===== config.mk =====
export PLATFORM = sky130hd
export DESIGN_NAME = bracket_match_checker_unit
export DESIGN_NICKNAME = d
export VERILOG_FILES = /design/src/rtl/core/bmc_pkg.sv /design/src/rtl/core/bracket_match_checker_unit.sv /design/src/rtl/core/bmc_cell.sv /design/src/rtl/core/bmc_stack.sv
export VERILOG_INCLUDE_DIRS = /design/src /design/src/rtl/core
export SDC_FILE = /design/constraint.sdc
export NUM_CORES = 1
export LEC_CHECK = 0
export ABC_AREA = 1
export BUFFER_PORTS_ARGS = -buffer_cell sky130_fd_sc_hd__buf_2
export CORE_AREA = 5 5 247 249
export CTS_BUF_LIST = sky130_fd_sc_hd__clkbuf_2 sky130_fd_sc_hd__clkbuf_4 sky130_fd_sc_hd__clkbuf_8
export DETAILED_ROUTE_END_ITERATION = 10
export DIE_AREA = 0 0 252 254
export PLACE_DENSITY = 0.75
export SYNTH_ARGS = -nofsm -noshare
export SYNTH_HDL_FRONTEND = slang
export SYNTH_SLANG_ARGS = --single-unit

===== constraint.sdc =====
create_clock -name clock -period 19.7 [get_ports clock]
set_input_delay 1.97 -clock clock [delete_from_list [all_inputs] [get_ports clock]]
set_output_delay 1.97 -clock clock [all_outputs]
set_load 0.02 [all_outputs]

===== src/rtl/core/bracket_match_checker_unit_assert.svh =====
// assertion macros for the bracket match checker
// used by rtl/core modules that carry concurrent checks
`ifndef BRACKET_MATCH_CHECKER_UNIT_ASSERT_SVH
`define BRACKET_MATCH_CHECKER_UNIT_ASSERT_SVH

// same-cycle implication, disabled during reset
`define BMCU_ASSERT_NOW(label, ante, cons, msg) \
   label: assert property (@(posedge clock) disable iff (reset) (ante) |-> (cons)) \
      else $error(msg);

// next-cycle implication, disabled during reset
`define BMCU_ASSERT_NEXT(label, ante, cons, msg) \
   label: assert property (@(posedge clock) disable iff (reset) (ante) |=> (cons)) \
      else $error(msg);

`endif


===== src/rtl/core/bmc_pkg.sv =====
// bmc_pkg: types, constants and bracket decode for the bracket match checker
// no dependencies
`timescale 1ns / 1ps

package bmc_pkg;

   localparam int STACK_DEPTH_DEFAULT = 256;

   localparam int SYM_W   = 8;
   localparam int SCORE_W = 16;
   localparam int DEPTH_W = 9;
   localparam int TOTAL_W = 32;
   localparam int CSR_IDX_W = 8;
   localparam int NUM_SCORES = 4;

   typedef logic [1:0] kind_type;

   localparam kind_type KIND_ROUND  = 2'd0;
   localparam kind_type KIND_SQUARE = 2'd1;
   localparam kind_type KIND_CURLY  = 2'd2;
   localparam kind_type KIND_ANGLE  = 2'd3;

   localparam logic [SYM_W-1:0] CH_OPEN_ROUND   = 8'h28;
   localparam logic [SYM_W-1:0] CH_CLOSE_ROUND  = 8'h29;
   localparam logic [SYM_W-1:0] CH_OPEN_SQUARE  = 8'h5b;
   localparam logic [SYM_W-1:0] CH_CLOSE_SQUARE = 8'h5d;
   localparam logic [SYM_W-1:0] CH_OPEN_CURLY   = 8'h7b;
   localparam logic [SYM_W-1:0] CH_CLOSE_CURLY  = 8'h7d;
   localparam logic [SYM_W-1:0] CH_OPEN_ANGLE   = 8'h3c;
   localparam logic [SYM_W-1:0] CH_CLOSE_ANGLE  = 8'h3e;
   localparam logic [SYM_W-1:0] CH_NONE         = 8'h00;

   localparam logic [CSR_IDX_W-1:0] CSR_SCORE_ROUND  = 8'd0;
   localparam logic [CSR_IDX_W-1:0] CSR_SCORE_SQUARE = 8'd1;
   localparam logic [CSR_IDX_W-1:0] CSR_SCORE_CURLY  = 8'd2;
   localparam logic [CSR_IDX_W-1:0] CSR_SCORE_ANGLE  = 8'd3;

   localparam logic [SCORE_W-1:0] SCORE_ROUND_RESET  = 16'd3;
   localparam logic [SCORE_W-1:0] SCORE_SQUARE_RESET = 16'd57;
   localparam logic [SCORE_W-1:0] SCORE_CURLY_RESET  = 16'd1197;
   localparam logic [SCORE_W-1:0] SCORE_ANGLE_RESET  = 16'd25137;

   typedef enum logic [1:0] {
      STK_HOLD,
      STK_PUSH,
      STK_POP
   } stk_op_type;

   typedef struct packed {
      stk_op_type op;
      logic       clear;
      kind_type   kind;
   } stk_cmd_type;

   typedef struct packed {
      logic                 empty;
      logic                 full;
      logic                 deep;
      kind_type             top;
      logic [DEPTH_W-1:0]   depth;
   } stk_status_type;

   typedef struct packed {
      logic [SYM_W-1:0] symbol;
      logic             line_end;
   } req_type;

   typedef struct packed {
      logic [SCORE_W-1:0] line_score;
      logic               corrupted;
      logic [SYM_W-1:0]   expected_closer;
      logic [SYM_W-1:0]   found_closer;
      logic               underflow;
      logic               overflow;
      logic [DEPTH_W-1:0] open_depth;
      logic [TOTAL_W-1:0] total_score;
   } rsp_type;

   typedef struct packed {
      logic     is_open;
      logic     is_close;
      kind_type kind;
   } sym_class_type;

   function automatic sym_class_type classify(input logic [SYM_W-1:0] sym);
      sym_class_type c;
      c = '{is_open: 1'b0, is_close: 1'b0, kind: KIND_ROUND};
      case (sym)
         CH_OPEN_ROUND:   c = '{is_open: 1'b1, is_close: 1'b0, kind: KIND_ROUND};
         CH_OPEN_SQUARE:  c = '{is_open: 1'b1, is_close: 1'b0, kind: KIND_SQUARE};
         CH_OPEN_CURLY:   c = '{is_open: 1'b1, is_close: 1'b0, kind: KIND_CURLY};
         CH_OPEN_ANGLE:   c = '{is_open: 1'b1, is_close: 1'b0, kind: KIND_ANGLE};
         CH_CLOSE_ROUND:  c = '{is_open: 1'b0, is_close: 1'b1, kind: KIND_ROUND};
         CH_CLOSE_SQUARE: c = '{is_open: 1'b0, is_close: 1'b1, kind: KIND_SQUARE};
         CH_CLOSE_CURLY:  c = '{is_open: 1'b0, is_close: 1'b1, kind: KIND_CURLY};
         CH_CLOSE_ANGLE:  c = '{is_open: 1'b0, is_close: 1'b1, kind: KIND_ANGLE};
         default:         c = '{is_open: 1'b0, is_close: 1'b0, kind: KIND_ROUND};
      endcase
      return c;
   endfunction

   function automatic logic [SYM_W-1:0] closer_char(input kind_type k);
      logic [SYM_W-1:0] ch;
      case (k)
         KIND_ROUND:  ch = CH_CLOSE_ROUND;
         KIND_SQUARE: ch = CH_CLOSE_SQUARE;
         KIND_CURLY:  ch = CH_CLOSE_CURLY;
         default:     ch = CH_CLOSE_ANGLE;
      endcase
      return ch;
   endfunction

endpackage


===== src/rtl/core/bracket_match_checker_unit.sv =====
// latency: a result word appears the cycle after its line-end word is accepted
// throughput: one word per cycle; the stack top sits in the first cell register
// and each word does at most one shift of the cell row, so the next word sees it at once
// a word is stalled only when it ends a line and the previous result is not taken
// reset: synchronous, clears stack count, line state and total; scores to defaults
// bracket_match_checker_unit: top level; depends on bmc_pkg, bmc_stack, macro header
`timescale 1ns / 1ps

module bracket_match_checker_unit
   import bmc_pkg::*;
#(
   parameter int STACK_DEPTH = STACK_DEPTH_DEFAULT
) (
   input  logic                 clock,
   input  logic                 reset,
   input  logic                 req_valid,
   output logic                 req_ready,
   input  req_type              req_word,
   output logic                 rsp_valid,
   input  logic                 rsp_ready,
   output rsp_type              rsp_word,
   input  logic                 csr_write,
   input  logic [CSR_IDX_W-1:0] csr_index,
   input  logic [SCORE_W-1:0]   csr_wdata
);

`include "bracket_match_checker_unit_assert.svh"

   logic [SCORE_W-1:0] score_ff [NUM_SCORES];

   logic               failed_ff,    failed_in;
   logic [SCORE_W-1:0] err_score_ff, err_score_in;
   logic [SYM_W-1:0]   err_exp_ff,   err_exp_in;
   logic [SYM_W-1:0]   err_found_ff, err_found_in;
   logic               err_under_ff, err_under_in;
   logic               ovf_ff,       ovf_in;
   logic [TOTAL_W-1:0] total_ff,     total_in;
   rsp_type            rsp_ff,       rsp_in;
   logic               rsp_valid_ff, rsp_valid_in;

   logic               accept;
   logic               line_done;
   logic [TOTAL_W:0]   sum;
   sym_class_type      cls;
   stk_cmd_type        cmd;
   stk_status_type     status;

   bmc_stack #(
      .STACK_DEPTH (STACK_DEPTH)
   ) u_stack (
      .clock  (clock),
      .reset  (reset),
      .cmd    (cmd),
      .status (status)
   );

   assign req_ready = !rsp_valid_ff || rsp_ready || !req_word.line_end;
   assign accept    = req_valid && req_ready;
   assign line_done = accept && req_word.line_end;
   assign cls       = classify(req_word.symbol);

   always_comb begin
      cmd.op       = STK_HOLD;
      cmd.kind     = cls.kind;
      cmd.clear    = line_done;
      failed_in    = failed_ff;
      err_score_in = err_score_ff;
      err_exp_in   = err_exp_ff;
      err_found_in = err_found_ff;
      err_under_in = err_under_ff;
      ovf_in       = ovf_ff;

      if (accept && !failed_ff) begin
         if (cls.is_open) begin
            if (status.full) begin
               ovf_in = 1'b1;
            end else begin
               cmd.op = STK_PUSH;
            end
         end else if (cls.is_close) begin
            if (status.empty) begin
               failed_in    = 1'b1;
               err_under_in = 1'b1;
               err_exp_in   = CH_NONE;
               err_found_in = req_word.symbol;
               err_score_in = score_ff[cls.kind];
            end else begin
               cmd.op = STK_POP;
               if (status.top != cls.kind) begin
                  failed_in    = 1'b1;
                  err_under_in = 1'b0;
                  err_exp_in   = closer_char(status.top);
                  err_found_in = req_word.symbol;
                  err_score_in = score_ff[cls.kind];
               end
            end
         end
      end

      sum      = {1'b0, total_ff} + (TOTAL_W + 1)'(err_score_in);
      total_in = total_ff;
      if (line_done) begin
         total_in = sum[TOTAL_W] ? '1 : sum[TOTAL_W-1:0];
      end

      rsp_in.line_score      = err_score_in;
      rsp_in.corrupted       = failed_in;
      rsp_in.expected_closer = err_exp_in;
      rsp_in.found_closer    = err_found_in;
      rsp_in.underflow       = err_under_in;
      rsp_in.overflow        = ovf_in;
      rsp_in.open_depth      = status.depth;
      if (cmd.op == STK_PUSH && status.depth != '1) begin
         rsp_in.open_depth = status.depth + DEPTH_W'(1);
      end else if (cmd.op == STK_POP) begin
         rsp_in.open_depth = status.deep ? '1 : status.depth - DEPTH_W'(1);
      end
      rsp_in.total_score     = total_in;

      if (line_done) begin
         failed_in    = 1'b0;
         err_score_in = '0;
         err_exp_in   = CH_NONE;
         err_found_in = CH_NONE;
         err_under_in = 1'b0;
         ovf_in       = 1'b0;
      end

      rsp_valid_in = rsp_valid_ff && !rsp_ready;
      if (line_done) begin
         rsp_valid_in = 1'b1;
      end
   end

   always_ff @(posedge clock) begin
      if (reset) begin
         failed_ff    <= 1'b0;
         err_score_ff <= '0;
         err_exp_ff   <= CH_NONE;
         err_found_ff <= CH_NONE;
         err_under_ff <= 1'b0;
         ovf_ff       <= 1'b0;
         total_ff     <= '0;
         rsp_valid_ff <= 1'b0;
      end else begin
         failed_ff    <= failed_in;
         err_score_ff <= err_score_in;
         err_exp_ff   <= err_exp_in;
         err_found_ff <= err_found_in;
         err_under_ff <= err_under_in;
         ovf_ff       <= ovf_in;
         total_ff     <= total_in;
         rsp_valid_ff <= rsp_valid_in;
      end
   end

   always_ff @(posedge clock) begin
      if (line_done) begin
         rsp_ff <= rsp_in;
      end
   end

   always_ff @(posedge clock) begin
      if (reset) begin
         score_ff[KIND_ROUND]  <= SCORE_ROUND_RESET;
         score_ff[KIND_SQUARE] <= SCORE_SQUARE_RESET;
         score_ff[KIND_CURLY]  <= SCORE_CURLY_RESET;
         score_ff[KIND_ANGLE]  <= SCORE_ANGLE_RESET;
      end else if (csr_write) begin
         case (csr_index)
            CSR_SCORE_ROUND:  score_ff[KIND_ROUND]  <= csr_wdata;
            CSR_SCORE_SQUARE: score_ff[KIND_SQUARE] <= csr_wdata;
            CSR_SCORE_CURLY:  score_ff[KIND_CURLY]  <= csr_wdata;
            CSR_SCORE_ANGLE:  score_ff[KIND_ANGLE]  <= csr_wdata;
            default: ;
         endcase
      end
   end

   assign rsp_valid = rsp_valid_ff;
   assign rsp_word  = rsp_ff;

   `BMCU_ASSERT_NEXT(a_line_end_gives_word, line_done, rsp_valid_ff,
      "line end accepted without a result word")
   `BMCU_ASSERT_NEXT(a_line_state_cleared, line_done, !failed_ff && !ovf_ff,
      "line state not cleared after line end")
   `BMCU_ASSERT_NEXT(a_total_monotonic, accept, total_ff >= $past(total_ff),
      "running total decreased")
   `BMCU_ASSERT_NOW(a_clean_line_no_score, !failed_ff, err_score_ff == '0,
      "score held on a line without error")

endmodule


===== src/rtl/core/bmc_cell.sv =====
// bmc_cell: one entry of the shifting closer stack
// depends on bmc_pkg
`timescale 1ns / 1ps

module bmc_cell
   import bmc_pkg::*;
(
   input  logic       clock,
   input  stk_op_type op,
   input  kind_type   above,
   input  kind_type   below,
   output kind_type   entry
);

   kind_type entry_ff;
   kind_type entry_in;

   always_comb begin
      case (op)
         STK_PUSH: entry_in = above;
         STK_POP:  entry_in = below;
         default:  entry_in = entry_ff;
      endcase
   end

   always_ff @(posedge clock) begin
      entry_ff <= entry_in;
   end

   assign entry = entry_ff;

endmodule


===== src/rtl/core/bmc_stack.sv =====
// bmc_stack: row of bmc_cell entries shifting on push and pop, plus fill count
// depends on bmc_pkg, bmc_cell and the assertion macro header
`timescale 1ns / 1ps

module bmc_stack
   import bmc_pkg::*;
#(
   parameter int STACK_DEPTH = STACK_DEPTH_DEFAULT
) (
   input  logic           clock,
   input  logic           reset,
   input  stk_cmd_type    cmd,
   output stk_status_type status
);

`include "bracket_match_checker_unit_assert.svh"

   localparam int CNT_W = $clog2(STACK_DEPTH + 1);
   localparam int EXT_W = (CNT_W > DEPTH_W) ? CNT_W : DEPTH_W;
   localparam logic [EXT_W-1:0] DEPTH_SAT = EXT_W'((1 << DEPTH_W) - 1);

   kind_type entries [STACK_DEPTH];

   logic [CNT_W-1:0] count_ff;
   logic [CNT_W-1:0] count_in;
   logic [EXT_W-1:0] count_ext;

   genvar gi;
   generate
      for (gi = 0; gi < STACK_DEPTH; gi++) begin : g_cell
         kind_type above_w;
         kind_type below_w;
         if (gi == 0) begin : g_top
            assign above_w = cmd.kind;
         end else begin : g_mid
            assign above_w = entries[gi-1];
         end
         if (gi == STACK_DEPTH - 1) begin : g_bot
            assign below_w = KIND_ROUND;
         end else begin : g_up
            assign below_w = entries[gi+1];
         end
         bmc_cell u_cell (
            .clock (clock),
            .op    (cmd.op),
            .above (above_w),
            .below (below_w),
            .entry (entries[gi])
         );
      end
   endgenerate

   always_comb begin
      if (cmd.clear) begin
         count_in = '0;
      end else begin
         case (cmd.op)
            STK_PUSH: count_in = count_ff + CNT_W'(1);
            STK_POP:  count_in = count_ff - CNT_W'(1);
            default:  count_in = count_ff;
         endcase
      end
   end

   always_ff @(posedge clock) begin
      if (reset) begin
         count_ff <= '0;
      end else begin
         count_ff <= count_in;
      end
   end

   assign count_ext    = EXT_W'(count_ff);
   assign status.empty = (count_ff == '0);
   assign status.full  = (count_ff == CNT_W'(STACK_DEPTH));
   assign status.deep  = (count_ext > DEPTH_SAT);
   assign status.top   = entries[0];
   assign status.depth = (count_ext > DEPTH_SAT) ? DEPTH_SAT[DEPTH_W-1:0]
                                                 : count_ext[DEPTH_W-1:0];

   `BMCU_ASSERT_NOW(a_no_push_when_full, status.full, cmd.op != STK_PUSH,
      "push issued on a full stack")
   `BMCU_ASSERT_NOW(a_no_pop_when_empty, status.empty, cmd.op != STK_POP,
      "pop issued on an empty stack")
   `BMCU_ASSERT_NEXT(a_clear_empties, cmd.clear, status.empty,
      "stack not empty after line clear")

endmodule


Yosys cells after proc, flatten, opt, wreduce, memory -nomap -nowiden
Memories as Yosys holds them, arrays and structs flattened.
Cells that the tools add are included.
{ "classes": {"add_sub_neg": 5, "n_mul": 0, "div": 0, "magnitude_cmp": 1, "eq_ne": 18, "shifts": 0, "n_mux": 321, "n_bitwise": 4, "reduce_logical": 16} }
{ "ops": {"columns": ["op", "count"], "rows": [
  ["$pmux 2 s2", 256],
  ["$mux 16", 9],
  ["$mux 8", 10],
  ["$mux 32", 2],
  ["$mux 9", 4],
  ["$add 32x16->33", 1],
  ["$mux 1", 33],
  ["$eq 8x6->1 const B", 4],
  ["$eq 8x7->1 const B", 4],
  ["$pmux 4 s8", 1],
  ["$pmux 7 s3", 1],
  ["$add 9x1->9 const B", 2],
  ["$pmux 9 s2", 1],
  ["$sub 9x1->9 const B", 2],
  ["$eq 8x2->1 const B", 2],
  ["$eq 9x9->1 const B", 1],
  ["$gt 9x9->1 const B", 1],
  ["$logic_not 9->1", 1],
  ["$ne 9x9->1 const B", 1],
  ["$eq 8x1->1 const B", 1],
  ["$logic_not 8->1", 1],
  ["$mux 2", 4],
  ["$logic_and 1x1->1", 5],
  ["$eq 2x1->1 const B", 2],
  ["other kinds (8)", 16]
]} }
{ "word_totals": {"ff_bits": 665, "latchBits": 0, "mem_bits_rw": 64, "rom_bits": 0, "in_bits": 38, "out_inout_bits": 78, "elab_cells": 639, "memories": 1} }
{ "mem_list": {"columns": ["memory", "words", "word_bits", "read_ports", "rd_clocked_by_memory_dff", "wr", "line_no", "rtl"], "rows": [
  ["score_ff", 4, 16, 1, 0, 4, "bracket_match_checker_unit.sv:29", "logic [SCORE_W-1:0] score_ff [NUM_SCORES];"]
]} }

Logic depth before layout (Yosys ltp)
{ "logic_depth": {"ltp_word": 11, "ltp_mapped": 30, "mapped_depth_nobuf": 29} }

Hierarchy
Synthesis repeated with hierarchy kept, for this count alone.
{ "hier_totals": {"hier_cells": 4438, "area_unflattened_um2": 38396.8} }
{ "by_module_without_submodules": {"columns": ["mod", "instances", "cells_per_inst", "area_each_um2", "seq_area_each_um2"], "rows": [
  ["bmc_cell", 256, 12, 106.4, 60.1],
  ["bracket_match_checker_unit", 1, 1201, 10236.1, 5565.3],
  ["bmc_stack", 1, 165, 934.6, 180.2]
]} }

Worst setup path before layout
Ideal clock, no wire load.
{ "synth_timing": {"path_type": "input-to-reg", "start": "in req_word[8] (netlist bit)", "end": "reg u_stack.count_ff[2], in the netlist u_stack.count_ext[2]", "setup_ps": 561, "arrival_ps": 13671, "t_required_ps": 19139, "slack_ps": 5468, "path_stages": 12, "n_path_buf": 0, "path_cell_list": "inv_1 -> nand2_1 -> nor3_1 -> nand2_1 -> nand2_1 -> nor2_4 -> nor2_1 -> inv_1 -> nor2_1 -> ha_1 -> inv_1 -> a211oi_1"} }
{ "synth_between": {"elab_chain_len": 7, "word_cells_on_any_way": 16, "cone_classes": "10 x eq/ne; 5 x mux; 1 x reduce/logical"} }
{ "synth_rtl": {"columns": ["element", "line_no", "rtl"], "rows": [
  ["start: declaration", "bracket_match_checker_unit.sv:18", "input req_type req_word,"],
  ["$eq 8x6->1 / $eq 8x7->1 (equally long branches)", "bmc_pkg.sv:88", "case (sym)"],
  ["$pmux 4 s8 *", "bmc_pkg.sv:88", null],
  ["$mux 2", "bracket_match_checker_unit.sv:80", "end else if (cls.is_close) begin"],
  ["$mux 2 *", "bracket_match_checker_unit.sv:74", "if (cls.is_open) begin"],
  ["$mux 2 *", "bracket_match_checker_unit.sv:73", "if (accept && !failed_ff) begin"],
  ["$eq 2x2->1 / $eq 2x1->1 (equally long branches)", "bmc_stack.sv:57", "case (cmd.op)"],
  ["$pmux 9 s2 / $reduce_bool 2->1 (equally long branches)", null, null],
  ["end signal: assignment", "bmc_stack.sv:69", "count_ff <= count_in;"],
  ["end: declaration", "bmc_stack.sv:24", "logic [CNT_W-1:0] count_ff;"]
]} }
Mark *: on every way between the ends. The rest lies on a longest branch, timed or not.
A chain may end at the register's enable or synchronous reset.

Worst setup path after layout
{ "layout_timing": {"start": "in req_word[8] (netlist bit)", "end": "reg u_stack.g_cell[73].u_cell.entry_ff[0] (data pin)"} }
{ "layout_between": {"elab_chain_len": 7, "word_cells_on_any_way": 15, "cone_classes": "10 x eq/ne; 5 x mux"} }
{ "layout_rtl": {"columns": ["element", "line_no", "rtl"], "rows": [
  ["$eq 8x6->1 / $eq 8x7->1 (equally long branches)", "bmc_pkg.sv:88", null],
  ["$pmux 4 s8 *", "bmc_pkg.sv:88", null],
  ["$mux 2", "bracket_match_checker_unit.sv:80", null],
  ["$mux 2 *", "bracket_match_checker_unit.sv:74", null],
  ["$mux 2 *", "bracket_match_checker_unit.sv:73", null],
  ["$eq 2x2->1 / $eq 2x1->1 (equally long branches)", "bmc_cell.sv:19", "case (op)"],
  ["$pmux 2 s2 *", "bmc_cell.sv:19", null],
  ["via u_stack.g_cell[73].u_cell.entry_in[0]", "bmc_cell.sv:16", "kind_type entry_in;"],
  ["end signal: assignment", "bmc_cell.sv:27", "entry_ff <= entry_in;"],
  ["end: declaration", "bmc_cell.sv:15", "kind_type entry_ff;"]
]} }
The timed path passes the listed nets; every way through them passes the cells marked *.

==> results.yml <==
clock_tree:
  h-tree-depth: 3
  clockBufferDepth: 3
  clkSinkCount: 729
  hold_buffers: 0
  cts_buffers: 114
  cts_setup_buffers: 0
  cts_repair_resize_count: 0
  clk_latency_ps: 710
  cts_tree: "built"
  cts-root-buf: "clkbuf_8"
  clkSlewWorstSetupHoldPaths_ps: 60
pwr:
  p_leak_nw: 14.5
  vdd_drop_max_mv: 0.0586
  power.density_nw_per_um2: 85.9
die:
  rows: 89
  die_w_um: 252
  dieArea_um2: 64000
  coreArea_um2: 58500
  start_util: 0.546
  ios: 116
  die-height_um: 254
timing:
  worst_pin_slew_ps: 1040
  min_period_over_period: 0.339
  fmax_ghz: 0.150
  fin_tns_setup_ps: 0
  finalSetupViolations: 0
  timing_hold_violations_final: 0
  timing.final.crit_period_ps: 6680
  skew_ps: 43.3
  slew_viol_final: 0
  hold_slack_ps: 446
  slew_headroom: 0.306
  rsz0062_at_grt: "no"
place:
  routabilityCongestion: 0.853
  dp.final_hpwl_um: 35100
  placed_cell_area_um2: 33000
  numPortBuffers: 115
grt:
  grt_pass1_vias: 19592
  antenna_found_initial: 1
  grt_overflow: 0
  grt_pass1_wl_um: 95900
  grt_max_degree: 230
  grtUsageTotal: 0.178
setup_path:
  critical_path_class: "in -> reg"
  ff2ff_path_depth: 13
  rr_startpoint: "u_stack.count_ext[3]"
  arrival_ps: 7060
  start_kind: "input port"
  crit_chain: "buf_2, inv_1, nand2_1, nor3_1, nand2_1, nand2_1, nor2_4, nor2_1, inv_1, nor2_1, ha_4, buf_4, buf_4, buf_4, o21ai_0"
  crit_path_start: "req_word[8]"
  critPathMaxStageDelay_ps: 880
  cp_max_fo: 114
  r2r_end: "u_stack.g_cell[73].u_cell.entry[0]"
  cp-end-kind: "flip-flop"
  cp_data_required_time_ps: 20080
  ff2ff_setup_slack_ps: 14060
  slowest_stage: "buf_4"
route:
  ant_nets: 0
  viasPerCell: 5.08
  drc_errors: 0
  firstDrtPassIters: 5
  drtIter0Drc: 1963
  routed_wirelength_um: 58700
  vias: 21135
  wl_per_cell_um: 14.1
synth:
  ys.warnings.count: 0
  ys_seq_area_frac: 0.662
  synthArstFlopShare: 0
  ys.flop_type: "edfxtp_1"
  ys_top_cells_by_count: "nand2_1, edfxtp_1, o21ai_0"
  yosysTopAreaCellShare: 0.614
  synth_edf_count: 652
  ys_top_cells_by_area: "edfxtp_1, nand2_1, o21ai_0, inv_1, dfxtp_1"
  syn_inst: 3194
  synth.distinct_cells: 42
  synth.cell_area_um2: 31900
  yosysMostFrequentCell: "nand2_1"
  syn_nets: 3265
  ys_ff_latch: 729
  synth.largest_area_cell: "edfxtp_1"
  syn_area_per_cell_um2: 9.99
finish:
  layout-drive-gt1-share: 0.0996
  nets: 3363
  finish.utilization: 0.603
  area_growth_pct: 10.6
  design_area_um2: 35300
worst_hold_path:
  hold-path-endpoint: "err_exp_ff[7]"
  worstHoldPathType: "reg -> reg"
  worstHoldStart: "err_exp_ff[7]"
  holdPathStages: 2
outcome:
  status: "finished clean"
run:
  drv_cap: 0
worst max path at each step:
stage                                              end  slack, ps  cells past startpoint
floorplan                         u_stack.count_ext[2]       5470                     12
global placement    u_stack.g_cell[85].u_cell.entry[0]      12510                     15
detailed placement  u_stack.g_cell[82].u_cell.entry[0]      12320                     15
CTS                 u_stack.g_cell[73].u_cell.entry[0]      13100                     15
global route        u_stack.g_cell[57].u_cell.entry[1]      12490                     15
finish              u_stack.g_cell[73].u_cell.entry[0]      13020                     15
stage by stage:
stage               power, mW  instances  setup WS (ps)
floorplan                1.78       3194           5470
global placement         1.81       3949          12510
detailed placement       1.81       3949          12320
CTS                      3.06       4158          13100
global route             3.15       4159          12490
finish                   3.03       4159          13020
layer usage:
metal	vias up	routed length (um)	track usage
met3	95	3100	0.0340
li1	10744	-	-
met2	450	25700	0.261
met1	9846	28600	0.273
met5	-	0	0
met4	0	1240	0.0518
final cells by class:
| class | count | area (um2) |
|---|---|---|
| antenna | 1 | 2.50 |
| clock buffer | 154 | 1910 |
| clock inverter | 55 | 352 |
| fill | 4797 | 23200 |
| inverter | 434 | 1650 |
| multi-input combinational | 1885 | 8570 |
| sequential | 729 | 21100 |
| tap | 773 | 967 |
| timing repair buffer | 128 | 698 |
state kept, by name, summed over array words and instances (netlist names):
signal                       flops
total_ff                        32
err_score_ff                    16
rsp_valid                        1
ovf_ff                           1
score_ff                        64
err_under_ff                     1
u_stack.count_ext                9
err_exp_ff                       8
failed_ff                        1
err_found_ff                     8
u_stack.g_cell.u_cell.entry    512
rsp_word                        76
layout by cell type (no fill, tap or decap), types with 2 or more instances in the layout:
cell type	Yosys	final
nand2_1	955	955
edfxtp_1	652	652
o21ai_0	491	491
inv_1	424	422
nor2_1	159	159
clkbuf_8	0	120
buf_2	21	115
nand3_1	100	100
dfxtp_1	77	77
a21oi_1	38	38
clkinv_1	3	35
clkbuf_4	0	34
ha_1	31	30
xor2_1	24	24
nand4_1	17	17
nor3_1	14	14
clkinv_2	0	14
buf_4	0	11
inv_2	7	7
nand2_2	7	7
xnor2_1	7	7
o22ai_1	7	7
nand3b_1	4	4
or2_2	4	4
bufinv_16	0	4
inv_8	0	3
nor2_2	3	3
clkinvlp_4	0	3
nor2_4	2	2
nand2_4	2	2
o21ai_1	2	2
and2_1	2	2
nor4_1	2	2
fa_1	2	2
buf_12	0	2
where the power goes:
group | total [mW] | internal [mW] | switching [mW]
sequential | 1.70 | 1.69 | 0.00781
clock | 1.25 | 0.679 | 0.575
combinational | 0.0764 | 0.0217 | 0.0547
total | 3.03 | 2.39 | 0.637
logic make-up (layout without fill, tap and decap cells):
family | after synthesis | count (layout) | share of synthesized area
AOI/OAI and AO/OA | 543 | 543 | 0.0859
adders and majority gates | 33 | 33 | 0.0134
buffers and inverters | 580 | 771 | 0.0695
xor gates and xnor gates | 31 | 31 | 0.00851
and+or+nand+nor | 1278 | 1278 | 0.160
DFF | 729 | 729 | 0.662
other | 0 | 1 | 0
critical path: cells and delay by family:
family	cells	cell delay (ps)
buffers and inverters	6	2770
and+or+nand+nor	7	1100
adders and majority gates	1	700
AOI/OAI and AO/OA	1	240
No activity file was read; power rests on OpenSTA's default activity.
